File: config.mk
export PLATFORM = sky130hd
export DESIGN_NAME = dtab_queue
export DESIGN_NICKNAME = d
export VERILOG_FILES = /design/src/hdl/dtab_pkg.sv /design/src/hdl/dtab_queue.sv
export VERILOG_INCLUDE_DIRS = /design/src /design/src/hdl
export SDC_FILE = /design/constraint.sdc
export NUM_CORES = 1
export LEC_CHECK = 0
export BUFFER_PORTS_ARGS = -buffer_cell sky130_fd_sc_hd__clkbuf_2
export CORE_MARGIN = 10
export CORE_UTILIZATION = 30
export CTS_CLUSTER_SIZE = 20
export DETAILED_ROUTE_END_ITERATION = 12
export SETUP_SLACK_MARGIN = 0.5
export SLEW_MARGIN = 15
export SYNTH_ARGS = -nofsm -noshare
export SYNTH_HDL_FRONTEND = slang
export SYNTH_SLANG_ARGS = --single-unit
File: constraint.sdc
create_clock -name clk -period 1 [get_ports clk]
set_input_delay 0.1 -clock clk [delete_from_list [all_inputs] [get_ports clk]]
set_output_delay 0.1 -clock clk [all_outputs]
set_load 0.01 [all_outputs]
File: src/hdl/depth_tested_alpha_blend_rop_assert.svh
// Assertion macros shared by the raster output stage modules.
// Needs clk and rst_n in the scope of each use; no other dependencies.
`ifndef DEPTH_TESTED_ALPHA_BLEND_ROP_ASSERT_SVH
`define DEPTH_TESTED_ALPHA_BLEND_ROP_ASSERT_SVH

// Same-cycle implication, checked out of reset.
`define DTAB_ASSERT_NOW(label, ante, cons, msg) \
  label: assert property (@(posedge clk) disable iff (!rst_n) (ante) |-> (cons)) \
    else $error(msg);

// Next-cycle implication, checked out of reset.
`define DTAB_ASSERT_NEXT(label, ante, cons, msg) \
  label: assert property (@(posedge clk) disable iff (!rst_n) (ante) |=> (cons)) \
    else $error(msg);

`endif

File: src/hdl/dtab_pkg.sv
// Shared types, codes and helpers for the raster output stage.
// No dependencies; imported by every module of the block but dtab_ram.
package dtab_pkg;

  localparam int unsigned MAX_WIDTH_DEF  = 256;
  localparam int unsigned MAX_HEIGHT_DEF = 256;
  localparam int unsigned QUEUE_DEPTH    = 2;

  localparam int unsigned CFG_AW = 5;
  localparam int unsigned CFG_DW = 32;

  // Register indexes (paddr[4:2])
  localparam logic [2:0] REG_FB_WIDTH    = 3'd0;
  localparam logic [2:0] REG_FB_HEIGHT   = 3'd1;
  localparam logic [2:0] REG_SC_LEFT     = 3'd2;
  localparam logic [2:0] REG_SC_TOP      = 3'd3;
  localparam logic [2:0] REG_SC_SPAN_X   = 3'd4;
  localparam logic [2:0] REG_SC_SPAN_Y   = 3'd5;
  localparam logic [2:0] REG_DEPTH_LEVEL = 3'd6;

  // Request codes; any other code reads
  localparam logic [1:0] REQ_DRAW  = 2'd0;
  localparam logic [1:0] REQ_CLEAR = 2'd1;

  // Result status codes
  localparam logic [1:0] ST_DONE   = 2'd0;
  localparam logic [1:0] ST_CLIP   = 2'd1;
  localparam logic [1:0] ST_HIDDEN = 2'd2;

  // ceil(2^24 / 255): exact floor division by 255 for values up to 255*255
  localparam logic [16:0] DIV255_RECIP = 17'd65794;

  typedef enum logic [1:0] {
    KIND_DRAW,
    KIND_CLEAR,
    KIND_READ,
    KIND_CLIP
  } kind_t;

  typedef enum logic [1:0] {
    BK_IDLE,
    BK_CALC,
    BK_DONE
  } back_state_t;

  typedef struct packed {
    logic [8:0]  fb_width;
    logic [8:0]  fb_height;
    logic [11:0] sc_left;
    logic [11:0] sc_top;
    logic [12:0] sc_span_x;
    logic [12:0] sc_span_y;
    logic [7:0]  depth_level;
  } cfg_t;

  localparam cfg_t CFG_RESET = '{
    fb_width:    9'd256,
    fb_height:   9'd256,
    sc_left:     12'd0,
    sc_top:      12'd0,
    sc_span_x:   13'd8191,
    sc_span_y:   13'd8191,
    depth_level: 8'd1
  };

  typedef struct packed {
    kind_t      kind;
    logic [7:0] red;
    logic [7:0] green;
    logic [7:0] blue;
    logic [7:0] alpha;
  } item_t;

  // Floor of v / 255 for v <= 65025, by reciprocal multiply
  function automatic logic [7:0] div255(input logic [15:0] v);
    logic [32:0] prod;
    prod = 33'(v) * 33'(DIV255_RECIP);
    return prod[31:24];
  endfunction

endpackage

File: src/hdl/dtab_queue.sv
// Short FIFO between the front end and the pixel engine.
// Depends on dtab_pkg and the assertion macro header.
`include "depth_tested_alpha_blend_rop_assert.svh"

module dtab_queue
  import dtab_pkg::*;
#(
  parameter int unsigned WIDTH = 8,
  parameter int unsigned DEPTH = QUEUE_DEPTH
) (
  input  logic             clk,
  input  logic             rst_n,
  input  logic             push,
  input  logic [WIDTH-1:0] wdata,
  output logic             full,
  input  logic             pop,
  output logic [WIDTH-1:0] rdata,
  output logic             empty
);

  localparam int unsigned PW = $clog2(DEPTH);
  localparam int unsigned CW = $clog2(DEPTH + 1);

  logic [WIDTH-1:0] slots_r [DEPTH];
  logic [PW-1:0]    wr_ptr_r, rd_ptr_r, wr_ptr_nxt, rd_ptr_nxt;
  logic [CW-1:0]    count_r, count_nxt;

  assign full  = (count_r == CW'(DEPTH));
  assign empty = (count_r == '0);
  assign rdata = slots_r[rd_ptr_r];

  always_comb begin
    wr_ptr_nxt = wr_ptr_r;
    rd_ptr_nxt = rd_ptr_r;
    count_nxt  = count_r;
    if (push) begin
      wr_ptr_nxt = (wr_ptr_r == PW'(DEPTH - 1)) ? '0 : wr_ptr_r + 1'b1;
    end
    if (pop) begin
      rd_ptr_nxt = (rd_ptr_r == PW'(DEPTH - 1)) ? '0 : rd_ptr_r + 1'b1;
    end
    if (push && !pop) begin
      count_nxt = count_r + 1'b1;
    end else if (pop && !push) begin
      count_nxt = count_r - 1'b1;
    end
  end

  always_ff @(posedge clk) begin
    if (!rst_n) begin
      wr_ptr_r <= '0;
      rd_ptr_r <= '0;
      count_r  <= '0;
    end else begin
      wr_ptr_r <= wr_ptr_nxt;
      rd_ptr_r <= rd_ptr_nxt;
      count_r  <= count_nxt;
    end
  end

  always_ff @(posedge clk) begin
    if (push) begin
      slots_r[wr_ptr_r] <= wdata;
    end
  end

  `DTAB_ASSERT_NOW(a_q_no_overflow, push, count_r < CW'(DEPTH), "queue push while full")
  `DTAB_ASSERT_NOW(a_q_no_underflow, pop, count_r != '0, "queue pop while empty")
  `DTAB_ASSERT_NEXT(a_q_count_up, push && !pop, count_r == CW'($past(count_r) + 1'b1),
                    "queue count did not advance on push")

endmodule

; Yosys cells after proc, flatten, opt, wreduce, memory -nomap -nowiden
; Memories as Yosys holds them, arrays and structs flattened. A register that Yosys moved wholly into a read port is not among the register bits.
; Cells that the tools add are included.
[word_totals]
reg_bits = 4
ram_bits = 16
latch_bits = 0
memories = 1
romBits = 0
[op_classes]
mul = 0
n_reduce_logical = 6
n_lt_le_gt_ge = 0
n_mux = 8
n_shift = 0
addsub = 4
n_bitwise = 0
n_div = 0
n_eq_ne = 1
[memory_table]
columns = name, words, width, rd, rd_clocked_by_memory_dff, write_ports, line_no
row1 = slots_r, 2, 8, 1, 1, 1, dtab_queue.sv:24  ; logic [WIDTH-1:0] slots_r [DEPTH];
[ops]
columns = operator, count
row1 = $mux 1, 6
row2 = $mux 2, 2
row3 = $add 1x1->1 const B, 2
row4 = $add 2x1->2 const B, 1
row5 = $eq 2x2->1 const B, 1
row6 = $logic_and 1x1->1, 2
row7 = $logic_not 1->1, 2
row8 = $logic_not 2->1, 1
row9 = $reduce_bool 2->1, 1
row10 = $sub 2x1->2 const B, 1

; Logic depth before layout (Yosys ltp)
[depth]
ltp_word = 4
mapped_depth = 5
mapped_depth_nobuf = 5

; Worst setup path after synthesis
; Ideal clock, no wire load.
[synth_path]
path_kind = reg2reg
from = register wr_ptr_r
to = memory slots_r[0][0] (enable)
required_ns = 0.625
path_buffers = 0
stages_incl_launch_ff = 2
setup_slack_ns = -0.104
t_arrival_ns = 0.730
setup_ns = 0.375
cell_sequence = dfxtp_1 > nor2b_1
[synth_lines]
columns = item, line_no
row1 = "start, declared", dtab_queue.sv:25  ; logic [PW-1:0] wr_ptr_r, rd_ptr_r, wr_ptr_nxt, rd_ptr_nxt;
row2 = "start signal, assigned", dtab_queue.sv:55  ; wr_ptr_r <= wr_ptr_nxt;
row3 = "end, declared", dtab_queue.sv:24
; No word-level cell before the write port.

==> reports/results.ini <==
[status]
run_status = finished with violations
violations = negative hold slack, negative setup slack

[timing]
hold_viol = 4
maxSlewViolCount = 0
setup_violations = 10
clock.fmax_mhz = 772
setup_slack_ns = -0.296
fin_crit_sh_pct = 130
finalClockSkew_ns = 0.00343
tightestPinTransition_ns = 0.153
relSlewSlack_pct = 89.7
whs_ns = -0.00238
period_needed_ns = 1.30
rsz0062_at_grt = true

[logic_synthesis]
seq_area_frac_synth_pct = 73.1
synth_top_area_share_pct = 60.5
syn_area_um2 = 795
yosysTopAreaCell = edfxtp_1
synth_warnings = 0
synth_cell_type_count = 16
yosys-top-cells-area = edfxtp_1, dfxtp_1, mux2_2
synth-seq-cells = 21
syn_inst = 47
syn_avg_cell_area_um2 = 16.9
syn-num-nets = 60

[final_layout]
final_cell_mix = edfxtp_1, clkbuf_2, buf_6
finalInstanceArea_mm2 = 0.00117
num-nets-final = 91
regArea_um2 = 589
fin_cells = 107
n_fill_cell = 235
multi_input_area_um2 = 283
mostFrequentLayoutCell = edfxtp_1
drive_above_1_share_pct = 67.5
diodes = 0
synthToLayoutAreaGrowth_pct = 47.9

[global_route]
antenna_found_initial = 0
grt_start_max_net_pins = 12
overflow = 0
grt_pass1_wl_um = 2240
grt_use_total_pct = 5.38
grt_pass1_vias = 536

[placement]
dp.cells = 102
place_area_mm2 = 0.00105
port-buffer-count = 21
dpl.hpwl_um = 1080
gp_congestion = 0.639

[clock_network]
cts_buffer_depth = 2
cts_tree = built
numClockSinks = 21
htreeDepth = 1
clk_pin_slew_worst_paths_ns = 0.11
cts_buffers = 3
root_buffer = clkbuf_4
clock_latency_ns = 0.29

[hold_path]
min-delay-start = wdata[2]
hp-class = primary input to register

[critical_path]
r2r_start = count_r[0]
critPathLaunchType = register
critical_path_required_ns = 0.90
crit_type = register to output pin
path_max_fanout = 8
crit_arrival_ns = 1.20
cp-end-kind = output pin

[pwr]
p_per_area_mw_per_mm2 = 1540
p_switching_mw = 0.399
leakagePower_nw = 0.482
internal-power_mw = 1.41
swShare_pct = 22.1
p_clk_share_pct = 20.9
max-vdd-ir-drop_mv = 0.910
p_comb_share_pct = 21.6
seqPwrFrac_pct = 57.4

[drt]
vias_per_cell = 4.37
ant_nets = 0
detail_route.wl_per_cell_um = 12.9
drt-total-wl_um = 1380
drcViolationCount = 0
vias = 468
dr.pass1.iters = 2
drtIter0Drc = 8

[flow_run]
maxCapViolCount = 0

[floorplan]
coreArea_mm2 = 0.00250
die_area_mm2 = 0.00511
die_x_um = 71.5
ios = 22
rows = 18
initial_core_util_pct = 31.8
die_h_um = 71.5

## cell families after synthesis
| group | synth area share [%] |
|---|---|
| AOI/OAI and AO/OA | 2.52 |
| xor gates and xnor gates | 3.31 |
| adders and majority gates | 1.57 |
| buffers and inverters | 1.10 |
| DFF | 73.1 |
| muxes | 11.3 |
| and+or+nand+nor | 7.09 |
## per-stage QoR
stage / utilization [%] / setup TNS [ns] / worst slack [ns] / power [mW]
6_report: 47.0 / -2.48 / -0.296 / 1.81
3_3_place_gp: 41.8 / 0 / 0.0175 / 1.36
5_1_grt: 47.0 / -3.02 / -0.349 / 1.90
3_5_place_dp: 41.8 / -0.0401 / -0.0401 / 1.37
4_1_cts: 43.6 / -2.65 / -0.316 / 1.76
2_1_floorplan: - / 0 / 0.0627 / 1.23
## worst max-delay path: stages (launching register included)
cell,delay [ns]
dfxtp_2,0.35
buf_12,0.13
mux2_4,0.30
buf_6,0.12
## cell type report
cell class              count  area share [%]
flip-flops and latches     21            50.2
multi-input cells          24            24.1
repair buffers             27            20.0
well taps                  30            3.19
clock buffers               4            2.24
inverters                   1           0.319
## worst paths after layout
kind,to,slack (ns),depth (start not counted)
min,slots_r[0][2],-0.002,1
min reg2reg,count_r[1],0.52,2
max reg2reg,count_r[1],-0.02,3
max,rdata[5],-0.30,3
## registers in the layout (all words and copies together), names as in the netlist, named ones only
register,count
count_r,2
rd_ptr_r,1
slots_r,16
wr_ptr_r,1
## repair_timing
action | in CTS | in global routing
pin swaps | 3 | 0
setup buffers | 1 | 0
setup endpoints to repair | 31 | 31
resized for setup | 4 | 25
hold endpoints to repair | 10 | 16
## power groups by stage
stage	clock, mW	sequential [mW]	combinational, mW
2_1_floorplan	0	1.04	0.185
3_3_place_gp	0	1.05	0.309
3_5_place_dp	0	1.05	0.315
4_1_cts	0.399	1.03	0.332
5_1_grt	0.429	1.04	0.426
6_report	0.378	1.04	0.391
## synthesized netlist by cell type
cell      instances
nor2b_1           2
and2_1            4
or3_1             1
o21a_1            1
ha_1              1
nor2_1            1
buf_2             1
mux2_2            8
inv_1             1
xnor2_1           1
edfxtp_1         16
o21ai_0           1
xor2_1            2
dfxtp_1           5
a21boi_1          1
and2b_2           1
## metal layers
metal | vias up | GRT usage (%) | share of wire [%]
met3 | 0 | 2.89 | 9.7
met4 | 0 | 1.29 | 0
li1 | 230 | - | -
met5 | - | 0 | 0
met2 | 17 | 9.12 | 46
met1 | 221 | 5.72 | 44
Power figures use the tool's default switching activity.
