--- src/hdl/depth_tested_alpha_blend_rop_assert.svh ---
// Assertion macros shared by the raster output stage modules.
// Needs clk and rst_n in the scope of each use; no other dependencies.
`ifndef DEPTH_TESTED_ALPHA_BLEND_ROP_ASSERT_SVH
`define DEPTH_TESTED_ALPHA_BLEND_ROP_ASSERT_SVH

// Same-cycle implication, checked out of reset.
`define DTAB_ASSERT_NOW(label, ante, cons, msg) \
  label: assert property (@(posedge clk) disable iff (!rst_n) (ante) |-> (cons)) \
    else $error(msg);

// Next-cycle implication, checked out of reset.
`define DTAB_ASSERT_NEXT(label, ante, cons, msg) \
  label: assert property (@(posedge clk) disable iff (!rst_n) (ante) |=> (cons)) \
    else $error(msg);

`endif

--- src/hdl/dtab_pkg.sv ---
// Shared types, codes and helpers for the raster output stage.
// No dependencies; imported by every module of the block but dtab_ram.
package dtab_pkg;

  localparam int unsigned MAX_WIDTH_DEF  = 256;
  localparam int unsigned MAX_HEIGHT_DEF = 256;
  localparam int unsigned QUEUE_DEPTH    = 2;

  localparam int unsigned CFG_AW = 5;
  localparam int unsigned CFG_DW = 32;

  // Register indexes (paddr[4:2])
  localparam logic [2:0] REG_FB_WIDTH    = 3'd0;
  localparam logic [2:0] REG_FB_HEIGHT   = 3'd1;
  localparam logic [2:0] REG_SC_LEFT     = 3'd2;
  localparam logic [2:0] REG_SC_TOP      = 3'd3;
  localparam logic [2:0] REG_SC_SPAN_X   = 3'd4;
  localparam logic [2:0] REG_SC_SPAN_Y   = 3'd5;
  localparam logic [2:0] REG_DEPTH_LEVEL = 3'd6;

  // Request codes; any other code reads
  localparam logic [1:0] REQ_DRAW  = 2'd0;
  localparam logic [1:0] REQ_CLEAR = 2'd1;

  // Result status codes
  localparam logic [1:0] ST_DONE   = 2'd0;
  localparam logic [1:0] ST_CLIP   = 2'd1;
  localparam logic [1:0] ST_HIDDEN = 2'd2;

  // ceil(2^24 / 255): exact floor division by 255 for values up to 255*255
  localparam logic [16:0] DIV255_RECIP = 17'd65794;

  typedef enum logic [1:0] {
    KIND_DRAW,
    KIND_CLEAR,
    KIND_READ,
    KIND_CLIP
  } kind_t;

  typedef enum logic [1:0] {
    BK_IDLE,
    BK_CALC,
    BK_DONE
  } back_state_t;

  typedef struct packed {
    logic [8:0]  fb_width;
    logic [8:0]  fb_height;
    logic [11:0] sc_left;
    logic [11:0] sc_top;
    logic [12:0] sc_span_x;
    logic [12:0] sc_span_y;
    logic [7:0]  depth_level;
  } cfg_t;

  localparam cfg_t CFG_RESET = '{
    fb_width:    9'd256,
    fb_height:   9'd256,
    sc_left:     12'd0,
    sc_top:      12'd0,
    sc_span_x:   13'd8191,
    sc_span_y:   13'd8191,
    depth_level: 8'd1
  };

  typedef struct packed {
    kind_t      kind;
    logic [7:0] red;
    logic [7:0] green;
    logic [7:0] blue;
    logic [7:0] alpha;
  } item_t;

  // Floor of v / 255 for v <= 65025, by reciprocal multiply
  function automatic logic [7:0] div255(input logic [15:0] v);
    logic [32:0] prod;
    prod = 33'(v) * 33'(DIV255_RECIP);
    return prod[31:24];
  endfunction

endpackage

--- src/hdl/dtab_front.sv ---
// Front end: accepts requests, clips to buffer and scissor, forms the address.
// Depends on dtab_pkg.
module dtab_front
  import dtab_pkg::*;
#(
  parameter int unsigned MAX_WIDTH  = MAX_WIDTH_DEF,
  parameter int unsigned MAX_HEIGHT = MAX_HEIGHT_DEF,
  parameter int unsigned AW         = $clog2(MAX_WIDTH * MAX_HEIGHT)
) (
  input  logic              clk,
  input  logic              rst_n,
  input  cfg_t              cfg,
  input  logic              in_valid,
  output logic              in_ready,
  input  logic [1:0]        in_req_type,
  input  logic signed [15:0] in_x_pos,
  input  logic signed [15:0] in_y_pos,
  input  logic [7:0]        in_src_red,
  input  logic [7:0]        in_src_green,
  input  logic [7:0]        in_src_blue,
  input  logic [7:0]        in_src_alpha,
  input  logic              q_full,
  output logic              q_push,
  output item_t             q_item,
  output logic [AW-1:0]     q_addr
);

  localparam int unsigned XW = $clog2(MAX_WIDTH);
  localparam int unsigned YW = $clog2(MAX_HEIGHT);
  localparam int unsigned PW = XW + YW + 1;

  logic [13:0]   w_sat, h_sat;
  logic [13:0]   sc_x_end, sc_y_end;
  logic [15:0]   x_u, y_u;
  logic          in_buf, in_sc;
  logic [PW-1:0] prod;
  item_t         item_nxt;
  logic          accept;
  logic          st_valid_nxt;

  logic          st_valid_r;
  item_t         st_item_r;
  logic [AW-1:0] st_prod_r;
  logic [XW-1:0] st_ux_r;

  always_comb begin
    w_sat = (14'(cfg.fb_width) > 14'(MAX_WIDTH)) ? 14'(MAX_WIDTH) : 14'(cfg.fb_width);
    h_sat = (14'(cfg.fb_height) > 14'(MAX_HEIGHT)) ? 14'(MAX_HEIGHT) : 14'(cfg.fb_height);
    sc_x_end = 14'(cfg.sc_left) + 14'(cfg.sc_span_x);
    sc_y_end = 14'(cfg.sc_top) + 14'(cfg.sc_span_y);
    x_u = $unsigned(in_x_pos);
    y_u = $unsigned(in_y_pos);

    in_buf = !x_u[15] && !y_u[15] && (x_u < 16'(w_sat)) && (y_u < 16'(h_sat));
    in_sc  = (x_u >= 16'(cfg.sc_left)) && (x_u < 16'(sc_x_end)) &&
             (y_u >= 16'(cfg.sc_top))  && (y_u < 16'(sc_y_end));

    prod = PW'(y_u[YW-1:0]) * PW'(w_sat[XW:0]);

    item_nxt.red   = in_src_red;
    item_nxt.green = in_src_green;
    item_nxt.blue  = in_src_blue;
    item_nxt.alpha = in_src_alpha;
    if (!in_buf) begin
      item_nxt.kind = KIND_CLIP;
    end else if (in_req_type == REQ_DRAW) begin
      item_nxt.kind = in_sc ? KIND_DRAW : KIND_CLIP;
    end else if (in_req_type == REQ_CLEAR) begin
      item_nxt.kind = KIND_CLEAR;
    end else begin
      item_nxt.kind = KIND_READ;
    end
  end

  assign q_push   = st_valid_r && !q_full;
  assign in_ready = !st_valid_r || q_push;
  assign accept   = in_valid && in_ready;
  assign q_item   = st_item_r;
  assign q_addr   = st_prod_r + AW'(st_ux_r);

  always_comb begin
    st_valid_nxt = st_valid_r;
    if (accept) begin
      st_valid_nxt = 1'b1;
    end else if (q_push) begin
      st_valid_nxt = 1'b0;
    end
  end

  always_ff @(posedge clk) begin
    if (!rst_n) begin
      st_valid_r <= 1'b0;
    end else begin
      st_valid_r <= st_valid_nxt;
    end
  end

  always_ff @(posedge clk) begin
    if (accept) begin
      st_item_r <= item_nxt;
      st_prod_r <= AW'(prod);
      st_ux_r   <= x_u[XW-1:0];
    end
  end

endmodule

--- config.mk ---
export PLATFORM = sky130hd
export DESIGN_NAME = dtab_front
export DESIGN_NICKNAME = d
export VERILOG_FILES = /design/src/hdl/depth_tested_alpha_blend_rop_assert.svh /design/src/hdl/dtab_pkg.sv /design/src/hdl/dtab_front.sv
export SDC_FILE = /design/constraint.sdc
export NUM_CORES = 1
export LEC_CHECK = 0
export ABC_CLOCK_PERIOD_IN_PS = 5300
export BUFFER_PORTS_ARGS = -buffer_cell sky130_fd_sc_hd__buf_2
export CORE_ASPECT_RATIO = 1.75
export CORE_UTILIZATION = 50
export DETAILED_ROUTE_END_ITERATION = 8
export GPL_TIMING_DRIVEN = 0
export HOLD_SLACK_MARGIN = 0.02
export PLACE_DENSITY = 0.77
export RECOVER_POWER = 50
export SLEW_MARGIN = 30
export SYNTH_ARGS = -nofsm -noshare
export SYNTH_HDL_FRONTEND = slang
export SYNTH_SLANG_ARGS = --single-unit
--- constraint.sdc ---
create_clock -name clk -period 5.3 [get_ports clk]
set_input_delay 0.265 -clock clk [delete_from_list [all_inputs] [get_ports clk]]
set_output_delay 0.265 -clock clk [all_outputs]
set_load 0.01 [all_outputs]
### After elaboration in Yosys (flattened, before gate mapping)

Index checks and enable logic that the tools add are counted.
W data, S select, Z words.

* word-level logic and storage cells: 43
* bits in registers: 59
* output and inout bits: 52

* multiply operators: 1
* multiplexer cells: 7
* equal/unequal tests: 1
* add/subtract/negate cells: 3
* reductions and logical operators: 15
* order comparisons: 8

Operators by type and width (count)
* $ge A16 B12 Y1: 2
* $lt A16 B14 Y1: 2
* $lt A16 B9 Y1: 2
* $add A12 B13 Y14: 2
* $gt A9 B9 Y1 const B: 2
* $mux W9: 2
* $add A16 B8 Y16: 1
* $mul A8 B9 Y16: 1
* $logic_and A1 B1 Y1: 8
* $mux W2: 3
* $logic_not A1 Y1: 4
* $eq A2 B1 Y1 const B: 1
* $logic_not A2 Y1: 1
* $mux W1: 2
* $reduce_bool A2 Y1: 1
* $logic_or A1 B1 Y1: 1

### Longest topological paths before layout

Gate-level depths: netlist (run 1).

* depth after elaboration: 7
* gate-level depth with buffers: 19
* gate-level depth less buffers: 18

### Least setup slack after synthesis (run 1)

Ideal clock, no wire load.

* path kind: input port to flip-flop
* start point: input cfg[75] (netlist bit)
* end point: register st_prod_r[15], data pin
* arrival time: 4266 ps
* stages on the path: 15
* required time: 5040 ps
* slack: 774 ps
* path through: clkbuf_1 -> nor2b_1 -> and2_1 -> fa_1 -> inv_1 -> fa_1 -> fa_1 -> fa_1 -> inv_1 -> ha_1 -> or3_1 -> o211a_1 -> a211oi_1 -> a21oi_1 -> xnor2_1

* word-level cells in the longest chain between the ends: 3

RTL lines
* start, declared: line dtab_front.sv:12 `input cfg_t cfg,`
* $gt A9 B9 Y1: line dtab_front.sv:47 `w_sat = (14'(cfg.fb_width) > 14'(MAX_WIDTH)) ? 14'(MAX_WIDTH) : 14'(cfg.fb_width);`
* $mux W9 (*): line dtab_front.sv:47
* $mul A8 B9 Y16 (*): line dtab_front.sv:58 `prod = PW'(y_u[YW-1:0]) * PW'(w_sat[XW:0]);`
* named net prod[15]: line dtab_front.sv:36 `logic [PW-1:0] prod;`
* end signal, assigned: line dtab_front.sv:101 `st_prod_r <= AW'(prod);`
* end, declared: line dtab_front.sv:43 `logic [AW-1:0] st_prod_r;`

Mark *: on every way through the listed nets, which the timed path passes. The rest lies on a longest branch.
A chain may end at the register's enable or synchronous reset.

### Worst setup path in the final report (run 1)

Ends and elaborated chain as after synthesis.

==> metrics.cfg, run 1 <==
[global_routing]
antenna_found_initial = 0
grt_first_pass_wirelength_um = 26550
grt_overflow = 0
grt_use_total = 0.2246
grt_start_max_net_pins = 53
grt_pass1_vias = 6036

[placed_design]
placed_cell_area_mm2 = 0.008288
place.gp.congestion = 0.8785
place_hpwl_um = 13730
io_buffers = 189

[routing]
route.detailed.drc = 0
dr.pass1.iters = 5
drt-wirelength-per-cell_um = 14.21
viasPerCell = 5.322
ant_nets = 0
wirelength_um = 15880
wl_met3_um = 839
m1WireLength_um = 5857
vias = 5950
top_layer = met4
drt_first_iter_violations = 204
dr_wl_met2_um = 8725

[setup_path]
worstSetupEndpointType = flip-flop
crit_fanout = 10
cpPeakStageDelay_ns = 0.56
crit_arrival_ns = 5.03
path_common_cell = fa_1
worstPathRequired_ns = 5.36
rrSetupSlack_ns = 3.76
worstPathCellList = buf_2 -> clkbuf_1 -> nor2b_1 -> nand2_1 -> fa_1 -> fa_1 -> fa_1 -> fa_1 -> inv_1 -> ha_1 -> or3_1 -> o211a_1 -> a211oi_1 -> a21oi_1 -> xnor2_1
crit_path_start_kind = input port
slowest_stage = nor2b_1
crit_type = input port to flip-flop

[timing]
hold_slack_ns = 0.1212
setup-tns-final_ns = 0
final_hold_viol_count = 0
tightestPinTransition_ns = 0.9556
relSlewSlack = 0.3464
min_period_over_period = 0.9372
setup_violations = 0
max_freq_ghz = 0.2013
rsz0062_at_grt = false
drv_slew = 0
period_minus_slack_ns = 4.967
fin_skew_ns = 0.005265

[logic_synthesis]
synth_compound_area_frac = 0.1175
synthAdderAreaFrac = 0.3589
netlist_instances = 737
avgSynthCellArea_um2 = 9.621
synth.ff_latch_count = 59
synthSimpleGateAreaFrac = 0.1597
synth_top_flop_cell = edfxtp_1
synth_top_family_by_area = adder cells
synth_area_leaders = edfxtp_1 25%, ha_1 23%, fa_1 12%
ys_seq_area_frac = 0.2485
ys_types = 56
synth_mux_area_frac = 0.001412
synth_edf_count = 58
synth_xor_area_frac = 0.05682
ys_async_sr_fraction = 0
yosysWarnings = 0
synth.top_cell.area_share = 0.2456
syn-num-nets = 1060
synth.cell_area_mm2 = 0.007091
synth_largest_area_cell = edfxtp_1

[floorplanning]
die_w_um = 92.02
start_util = 0.5125
die_area_mm2 = 0.01468
die_y_um = 159.5
core-area_mm2 = 0.01384
ios = 198
std_cell_rows = 57

[clock_tree]
insertion_delay_ns = 0.32
htreeDepth = 3
clkSlewWorstSetupHoldPaths_ns = 0.05
post_cts_buffers = 0
cts_tree = done
cts_buffer_depth = 2
postCtsHoldBufs = 0
cts_sinks = 59
clk_root_buffer_cell = clkbuf_16
cts_buffers = 9
cts-resized-gates = 0

[outcome]
status = finished, final reports clean

[finish]
fin_area_mm2 = 0.008479
syn2layout_area_growth_pct = 19.59
post_route_cells_drive_above_1_share = 0.1732
mostFrequentLayoutCell = buf_2
antenna_cells = 0
fillCellCount = 1262
num-nets-final = 1261
layout.area.seq_mm2 = 0.001762
final_cell_mix = 145 x buf_2, 133 x ha_1, 103 x inv_1
multi_input_area_mm2 = 0.004923

[power]
power_leakage_nw = 4.106
totalPowerFinal_mw = 1.981
p_per_area_mw_per_mm2 = 233.7
ir_worst_vdd_v = 0.0001675

[hold_path]
hold_path_class = input port to flip-flop

[flow_run]
max-cap-violations = 0

==> stage by stage <==
step           cells    util  setup WS, ns
4_1_cts         1118  0.6170        0.3400
6_report        1118  0.6129        0.3330
2_1_floorplan    737       -        0.7739
3_3_place_gp    1103  0.5969       0.01835
5_1_grt         1118  0.6129       0.02703
3_5_place_dp    1104  0.5990      0.005052
==> Yosys cell counts, types with 5 or more instances <==
cell and count:
o2111ai_1 5, and2_1 42, xnor2_1 31, a21oi_1 33, a211oi_1 7, nand3_1 16
nor2b_1 17, nand2b_1 10, fa_1 44, inv_1 103, edfxtp_1 58, xor2_1 15
nor2_1 43, o21ai_0 23, ha_1 133, a21o_1 12, nor3_1 10, nor4_1 6
or3_1 5, nand2_1 55, nand4_1 5, o21a_1 7
==> per-layer routing <==
metal / vias up / GRT usage
met1: 2782 / 0.2306
met2: 170 / 0.4372
met3: 31 / 0.03629
li1: 2967 / -
met4: 0 / 0.09162
met5: - / 0
==> path summary, 6_finish.rpt <==
kind                 start            end  cells after the start
max                cfg[75]  st_prod_r[15]                     15
min          in_src_red[6]     q_item[30]                      1
max reg2reg     st_valid_r     st_ux_r[7]                      3
min reg2reg     st_valid_r     st_valid_r                      2
==> registers in the layout (all words and copies together), names as in the netlist <==
signal,flops
st_ux_r,8
st_valid_r,1
q_item,34
st_prod_r,16
==> cell families (layout without fill, tap and decap cells) <==
family / after synthesis / count (layout)
compound gates: 124 / 124
buf+inv: 108 / 312
fa+ha+maj: 177 / 177
mux: 1 / 1
xor+xnor: 46 / 46
flops: 59 / 59
simple gates: 222 / 222
==> power by group <==
part / total [mW] / internal, mW / switching, mW
Combinational: 0.891 / 0.402 / 0.489
Clock: 0.479 / 0.305 / 0.174
Sequential: 0.612 / 0.585 / 0.0267
Total: 1.98 / 1.29 / 0.689
==> area by class of cell <==
type | instances | area share
inverter | 105 | 0.04648
tap | 177 | 0.02612
clock buffer | 10 | 0.02700
sequential | 59 | 0.2078
clock inverter | 4 | 0.002361
multi-input combinational | 570 | 0.5806
timing repair buffer | 190 | 0.1083
buffer | 3 | 0.001328
==> critical path: cells and delay by family <==
kind / cells / cell delay (ns)
adder cells (fa/ha/maj): 5 / 2.43
buffers and inverters: 3 / 0.47
AO/OA/AOI/OAI: 3 / 0.62
AND/OR/NAND/NOR: 3 / 1.11
XOR/XNOR: 1 / 0.13
(Power assumes the default switching activity.)
==> inputs of run 2 (changes only) <==
--- a/config.mk
+++ b/config.mk
@@ -10,7 +10,6 @@
 export CORE_ASPECT_RATIO = 1.75
 export CORE_UTILIZATION = 50
 export DETAILED_ROUTE_END_ITERATION = 8
-export GPL_TIMING_DRIVEN = 0
 export HOLD_SLACK_MARGIN = 0.02
 export PLACE_DENSITY = 0.77
 export RECOVER_POWER = 50
==> run 2 against run 1 <==
  * The run now ends with max-capacitance violations, max-slew violations left
  * Clock-buffer cell count increased by 1
  * Combinational power up 1%
  * Critical path depth rose by 1
  * Sequential cell count stayed put
  * Sequential power about the same
  * Cell count is 0.63% higher
  * First-iteration DRC count shrank 38%
==> metrics.cfg, run 2 (synthesized netlist as in run 1, its figures left out) <==
[clock_tree]
insertion_delay_ns = 0.31
cts_tree = done
clk_root_buffer_cell = clkbuf_16
postCtsHoldBufs = 0
post_cts_buffers = 0
cts-resized-gates = 0
clkSlewWorstSetupHoldPaths_ns = 0.05
htreeDepth = 3
cts_buffers = 9
cts_sinks = 59
cts_buffer_depth = 2

[setup_path]
worstSetupEndpointType = flip-flop
crit_path_start_kind = input port
crit_type = input port to flip-flop
crit_arrival_ns = 4.59
worst_r2r_path_depth = 3
rrSetupSlack_ns = 2.26
rr_endpoint = q_item[12]
crit_fanout = 17
worstPathRequired_ns = 5.36
r2r-start = st_valid_r

[timing]
tightestPinTransition_ns = 2.913
drv_slew = 59
fin_skew_ns = 0.002572
setup_violations = 0
final_hold_viol_count = 0
rsz0062_at_grt = false
min_period_over_period = 0.8540
setup-tns-final_ns = 0
max_freq_ghz = 0.2209
period_minus_slack_ns = 4.526
relSlewSlack = -0.9418
hold_slack_ns = 0.1234

[outcome]
violations = max-capacitance violations, max-slew violations
status = complete, but fails checks

[routing]
wirelength_um = 16050
drt-wirelength-per-cell_um = 14.26
dr.pass1.iters = 4
route.detailed.drc = 0
ant_nets = 0
vias = 6006
viasPerCell = 5.339
drt_first_iter_violations = 126

[finish]
antenna_cells = 0
fillCellCount = 1207
num-nets-final = 1267
final_cell_mix = 144 x buf_2, 133 x ha_1, 103 x inv_1
post_route_cells_drive_above_1_share = 0.1793
multi_input_area_mm2 = 0.004926
syn2layout_area_growth_pct = 20.38
mostFrequentLayoutCell = buf_2
utilization = 0.6169
layout.area.seq_mm2 = 0.001762
largest_reg_flops = 34

[placed_design]
place_hpwl_um = 13750
place.gp.congestion = 0.8930
io_buffers = 189

[floorplanning]
die_w_um = 92.02
die_y_um = 159.5
core-area_mm2 = 0.01384
ios = 198
std_cell_rows = 57
die_area_mm2 = 0.01468
start_util = 0.5125

[global_routing]
grt_pass1_vias = 6204
antenna_found_initial = 0
grt_first_pass_wirelength_um = 26520
grt_start_max_net_pins = 59
grt_use_total = 0.2244
grt_overflow = 0

[power]
power_leakage_nw = 4.147
ir_worst_vdd_v = 0.0001614
p_per_area_mw_per_mm2 = 238.8

[hold_path]
min_from = in_src_green[1]
whs_path_depth = 1
whs_endpoint = q_item[17]
hold_path_class = input port to flip-flop

[flow_run]
max-cap-violations = 1

[run 2: per-layer routing]
metal  GRT usage  up-vias  share of wire
met1      0.2164     2813           0.36
met4     0.09659        0          0.033
met3     0.03629       38          0.050
met5           0        -              0
met2      0.4498      179           0.55
li1            -     2976              -
[run 2: critical path: stages]
cell	delay, ns
buf_2	0.20
nor2b_1	0.41
buf_4	0.21
and2_1	0.15
fa_1	0.40
fa_1	0.47
fa_1	0.54
inv_1	0.06
fa_1	0.53
inv_1	0.04
ha_1	0.23
or3_1	0.32
o211a_1	0.14
a211oi_1	0.34
a21oi_1	0.14
xnor2_1	0.13
[run 2: worst max-delay path by stage]
stage | startpoint | end | slack [ns] | cells after the start
2_1_floorplan | cfg[75] | st_prod_r[15] | 0.77 | 15
3_3_place_gp | cfg[75] | st_prod_r[15] | 0.47 | 16
3_5_place_dp | cfg[75] | st_prod_r[15] | 0.42 | 16
4_1_cts | cfg[75] | st_prod_r[15] | 0.76 | 16
5_1_grt | cfg[75] | st_prod_r[15] | 0.54 | 15
6_report | cfg[75] | st_prod_r[15] | 0.77 | 16
[run 2: report_power, final]
group / leakage, nW / total [mW] / internal (mW) / switching, mW
clock network: 0.134 / 0.525 / 0.355 / 0.170
logic: 3.45 / 0.900 / 0.406 / 0.494
registers: 0.568 / 0.614 / 0.588 / 0.0259
[run 2: through the flow]
| stage | setup WS, ns | power [mW] | std cells | cell area (µm²) |
|---|---|---|---|---|
| 2_1_floorplan | 0.7739 | 1.243 | 737 | 7091 |
| 3_3_place_gp | 0.4737 | 1.497 | 1110 | 8323 |
| 3_5_place_dp | 0.4192 | 1.525 | 1110 | 8323 |
| 4_1_cts | 0.7597 | 2.062 | 1125 | 8598 |
| 5_1_grt | 0.5398 | 2.199 | 1125 | 8536 |
| 6_report | 0.7740 | 2.038 | 1125 | 8536 |
[run 2: layout make-up]
type                       instances  area share
clock buffer                      11     0.02726
clock inverter                     4    0.004984
inverter                         105     0.04617
multi-input combinational        570      0.5771
sequential                        59      0.2064
tap                              177     0.02595
timing repair buffer             199      0.1121
==> inputs of run 3 (changes only) <==
--- a/config.mk
+++ b/config.mk
@@ -6,10 +6,11 @@
 export NUM_CORES = 1
 export LEC_CHECK = 0
 export ABC_CLOCK_PERIOD_IN_PS = 5300
-export BUFFER_PORTS_ARGS = -buffer_cell sky130_fd_sc_hd__buf_2
+export BUFFER_PORTS_ARGS = -buffer_cell sky130_fd_sc_hd__clkbuf_2
 export CORE_ASPECT_RATIO = 1.75
 export CORE_UTILIZATION = 50
 export DETAILED_ROUTE_END_ITERATION = 8
+export GPL_TIMING_DRIVEN = 0
 export HOLD_SLACK_MARGIN = 0.02
 export PLACE_DENSITY = 0.77
 export RECOVER_POWER = 50
==> run 3 against run 2 <==
  * The flow now finishes without violations
  * First-iteration DRC count is 51% higher
  * Combinational power is 0.9% lower
  * Global-route usage is 0.091 points lower
  * Power is 2.7% lower
  * Critical path type unchanged
  * Die area stayed put
  * Critical path depth is 1 lower
  * Sequential cell count stayed put
  * Final area is 0.62% lower
  * Worst hold slack worse by 0.0021 ns
  * Clock power is 8.6% lower
  * Cell count is 0.53% lower
  * Register-to-register slack better by 1.5 ns
==> metrics.cfg, run 3 (synthesized netlist as in run 1, its figures left out) <==
[clock_tree]
htreeDepth = 3
clkSlewWorstSetupHoldPaths_ns = 0.05
clk_root_buffer_cell = clkbuf_16
cts_tree = done
cts_buffers = 9
cts-resized-gates = 0
cts_sinks = 59
postCtsHoldBufs = 0
insertion_delay_ns = 0.32
cts_buffer_depth = 2
post_cts_buffers = 0

[floorplanning]
die_w_um = 92.02
die_y_um = 159.5
start_util = 0.5125
core-area_mm2 = 0.01384
std_cell_rows = 57
ios = 198
die_area_mm2 = 0.01468

[hold_path]
whs_path_depth = 1
whs_endpoint = q_item[12]
hold_path_class = input port to flip-flop
min_from = in_src_blue[4]

[setup_path]
worstPathRequired_ns = 5.36
crit_fanout = 10
cpPeakStageDelay_ns = 0.57
worstPathCellList = clkbuf_2 -> clkbuf_1 -> nor2b_1 -> nand2_1 -> fa_1 -> fa_1 -> fa_1 -> fa_1 -> inv_1 -> ha_1 -> or3_1 -> o211a_1 -> a211oi_1 -> a21oi_1 -> xnor2_1
r2r-start = st_valid_r
worstSetupEndpointType = flip-flop
rrSetupSlack_ns = 3.77
rr_endpoint = q_item[12]
slowest_stage = nor2b_1
path_common_cell = fa_1
worst_r2r_path_depth = 3
crit_type = input port to flip-flop
crit_path_start_kind = input port
crit_arrival_ns = 5.03

[routing]
ant_nets = 0
vias = 5992
drt-wirelength-per-cell_um = 14.18
wirelength_um = 15870
viasPerCell = 5.355
dr.pass1.iters = 4
drt_first_iter_violations = 190
route.detailed.drc = 0

[power]
totalPowerFinal_mw = 1.983
ir_worst_vdd_v = 0.0001630
seqPwrFrac = 0.308
swShare = 0.3463
power_leakage_nw = 4.139
power_frac_comb = 0.450
power_switching_mw = 0.6866
p_int_mw = 1.296
p_per_area_mw_per_mm2 = 233.7
clkPwrFrac = 0.242

[finish]
multi_input_area_mm2 = 0.004923
fillCellCount = 1258
post_route_cells_drive_above_1_share = 0.1730
num-nets-final = 1261
layout.area.seq_mm2 = 0.001762
mostFrequentLayoutCell = clkbuf_2
syn2layout_area_growth_pct = 19.64
final_cell_mix = 145 x clkbuf_2, 133 x ha_1, 103 x inv_1
largest_reg_flops = 34
antenna_cells = 0

[timing]
max_freq_ghz = 0.2016
setup-tns-final_ns = 0
drv_slew = 0
relSlewSlack = 0.3877
period_minus_slack_ns = 4.961
final_hold_viol_count = 0
rsz0062_at_grt = false
fin_skew_ns = 0.005738
setup_violations = 0
min_period_over_period = 0.9361
tightestPinTransition_ns = 0.8952

[global_routing]
grt_overflow = 0
antenna_found_initial = 0
grt_first_pass_wirelength_um = 26300
grt_use_total = 0.2235
grt_start_max_net_pins = 53
grt_pass1_vias = 6053

[placed_design]
place_hpwl_um = 13830
io_buffers = 189
place.gp.congestion = 0.8734

[flow_run]
max-cap-violations = 0

[outcome]
status = finished, final reports clean

-- run 3: cell type report --
cell class                 count  share of cell area
sequential                    59              0.2077
multi-input combinational    570              0.5804
clock buffer                  12             0.02788
tap                          177             0.02611
timing repair buffer         190              0.1083
clock inverter                 3            0.001917
buffer                         3            0.001327
inverter                     105             0.04646
-- run 3: per-layer routing --
layer  vias up  track usage  wire length [µm]
met5         -            0                 0
met4         0      0.09588               478
met3        37      0.03247               870
met2       183       0.4393              8830
met1      2803       0.2259              5688
li1       2969            -                 -
-- run 3: how the worst max path moves through the flow --
stage	start	end	slack, ns	cells past startpoint
after floorplan	cfg[75]	st_prod_r[15]	0.77	15
after global placement	cfg[75]	st_prod_r[15]	0.006	15
after detailed placement	cfg[75]	st_prod_r[15]	0.003	15
after CTS	cfg[75]	st_prod_r[15]	0.33	15
after global routing	cfg[75]	st_prod_r[15]	0.04	15
final	cfg[75]	st_prod_r[15]	0.34	15
-- run 3: stage by stage --
stage / setup WS, ns / instance area (µm²) / hold WS (ns) / cells / util
after global placement: 0.005727 / 8258 / 0.4416 / 1103 / 0.5969
after global routing: 0.04343 / 8483 / 0.1128 / 1119 / 0.6131
after detailed placement: 0.002722 / 8288 / 0.4437 / 1104 / 0.5990
after floorplan: 0.7739 / 7091 / 0.3639 / 737 / -
after CTS: 0.3321 / 8541 / 0.1124 / 1119 / 0.6173
final: 0.3386 / 8483 / 0.1212 / 1119 / 0.6131
-- run 3: power groups by stage --
stage / sequential (mW) / clock, mW / combinational (mW)
4_1_cts: 0.611 / 0.489 / 0.909
3_3_place_gp: 0.619 / 0 / 0.875
5_1_grt: 0.618 / 0.509 / 1.02
3_5_place_dp: 0.619 / 0 / 0.903
6_report: 0.611 / 0.480 / 0.892
2_1_floorplan: 0.625 / 0 / 0.618
-- run 3: worst max-delay path: cells and delay by family --
| family | cells | cell delay [ns] |
|---|---|---|
| adder cells (fa/ha/maj) | 5 | 2.41 |
| XOR/XNOR | 1 | 0.13 |
| buffers and inverters | 3 | 0.48 |
| AND/OR/NAND/NOR | 3 | 1.11 |
| AO/OA/AOI/OAI | 3 | 0.62 |
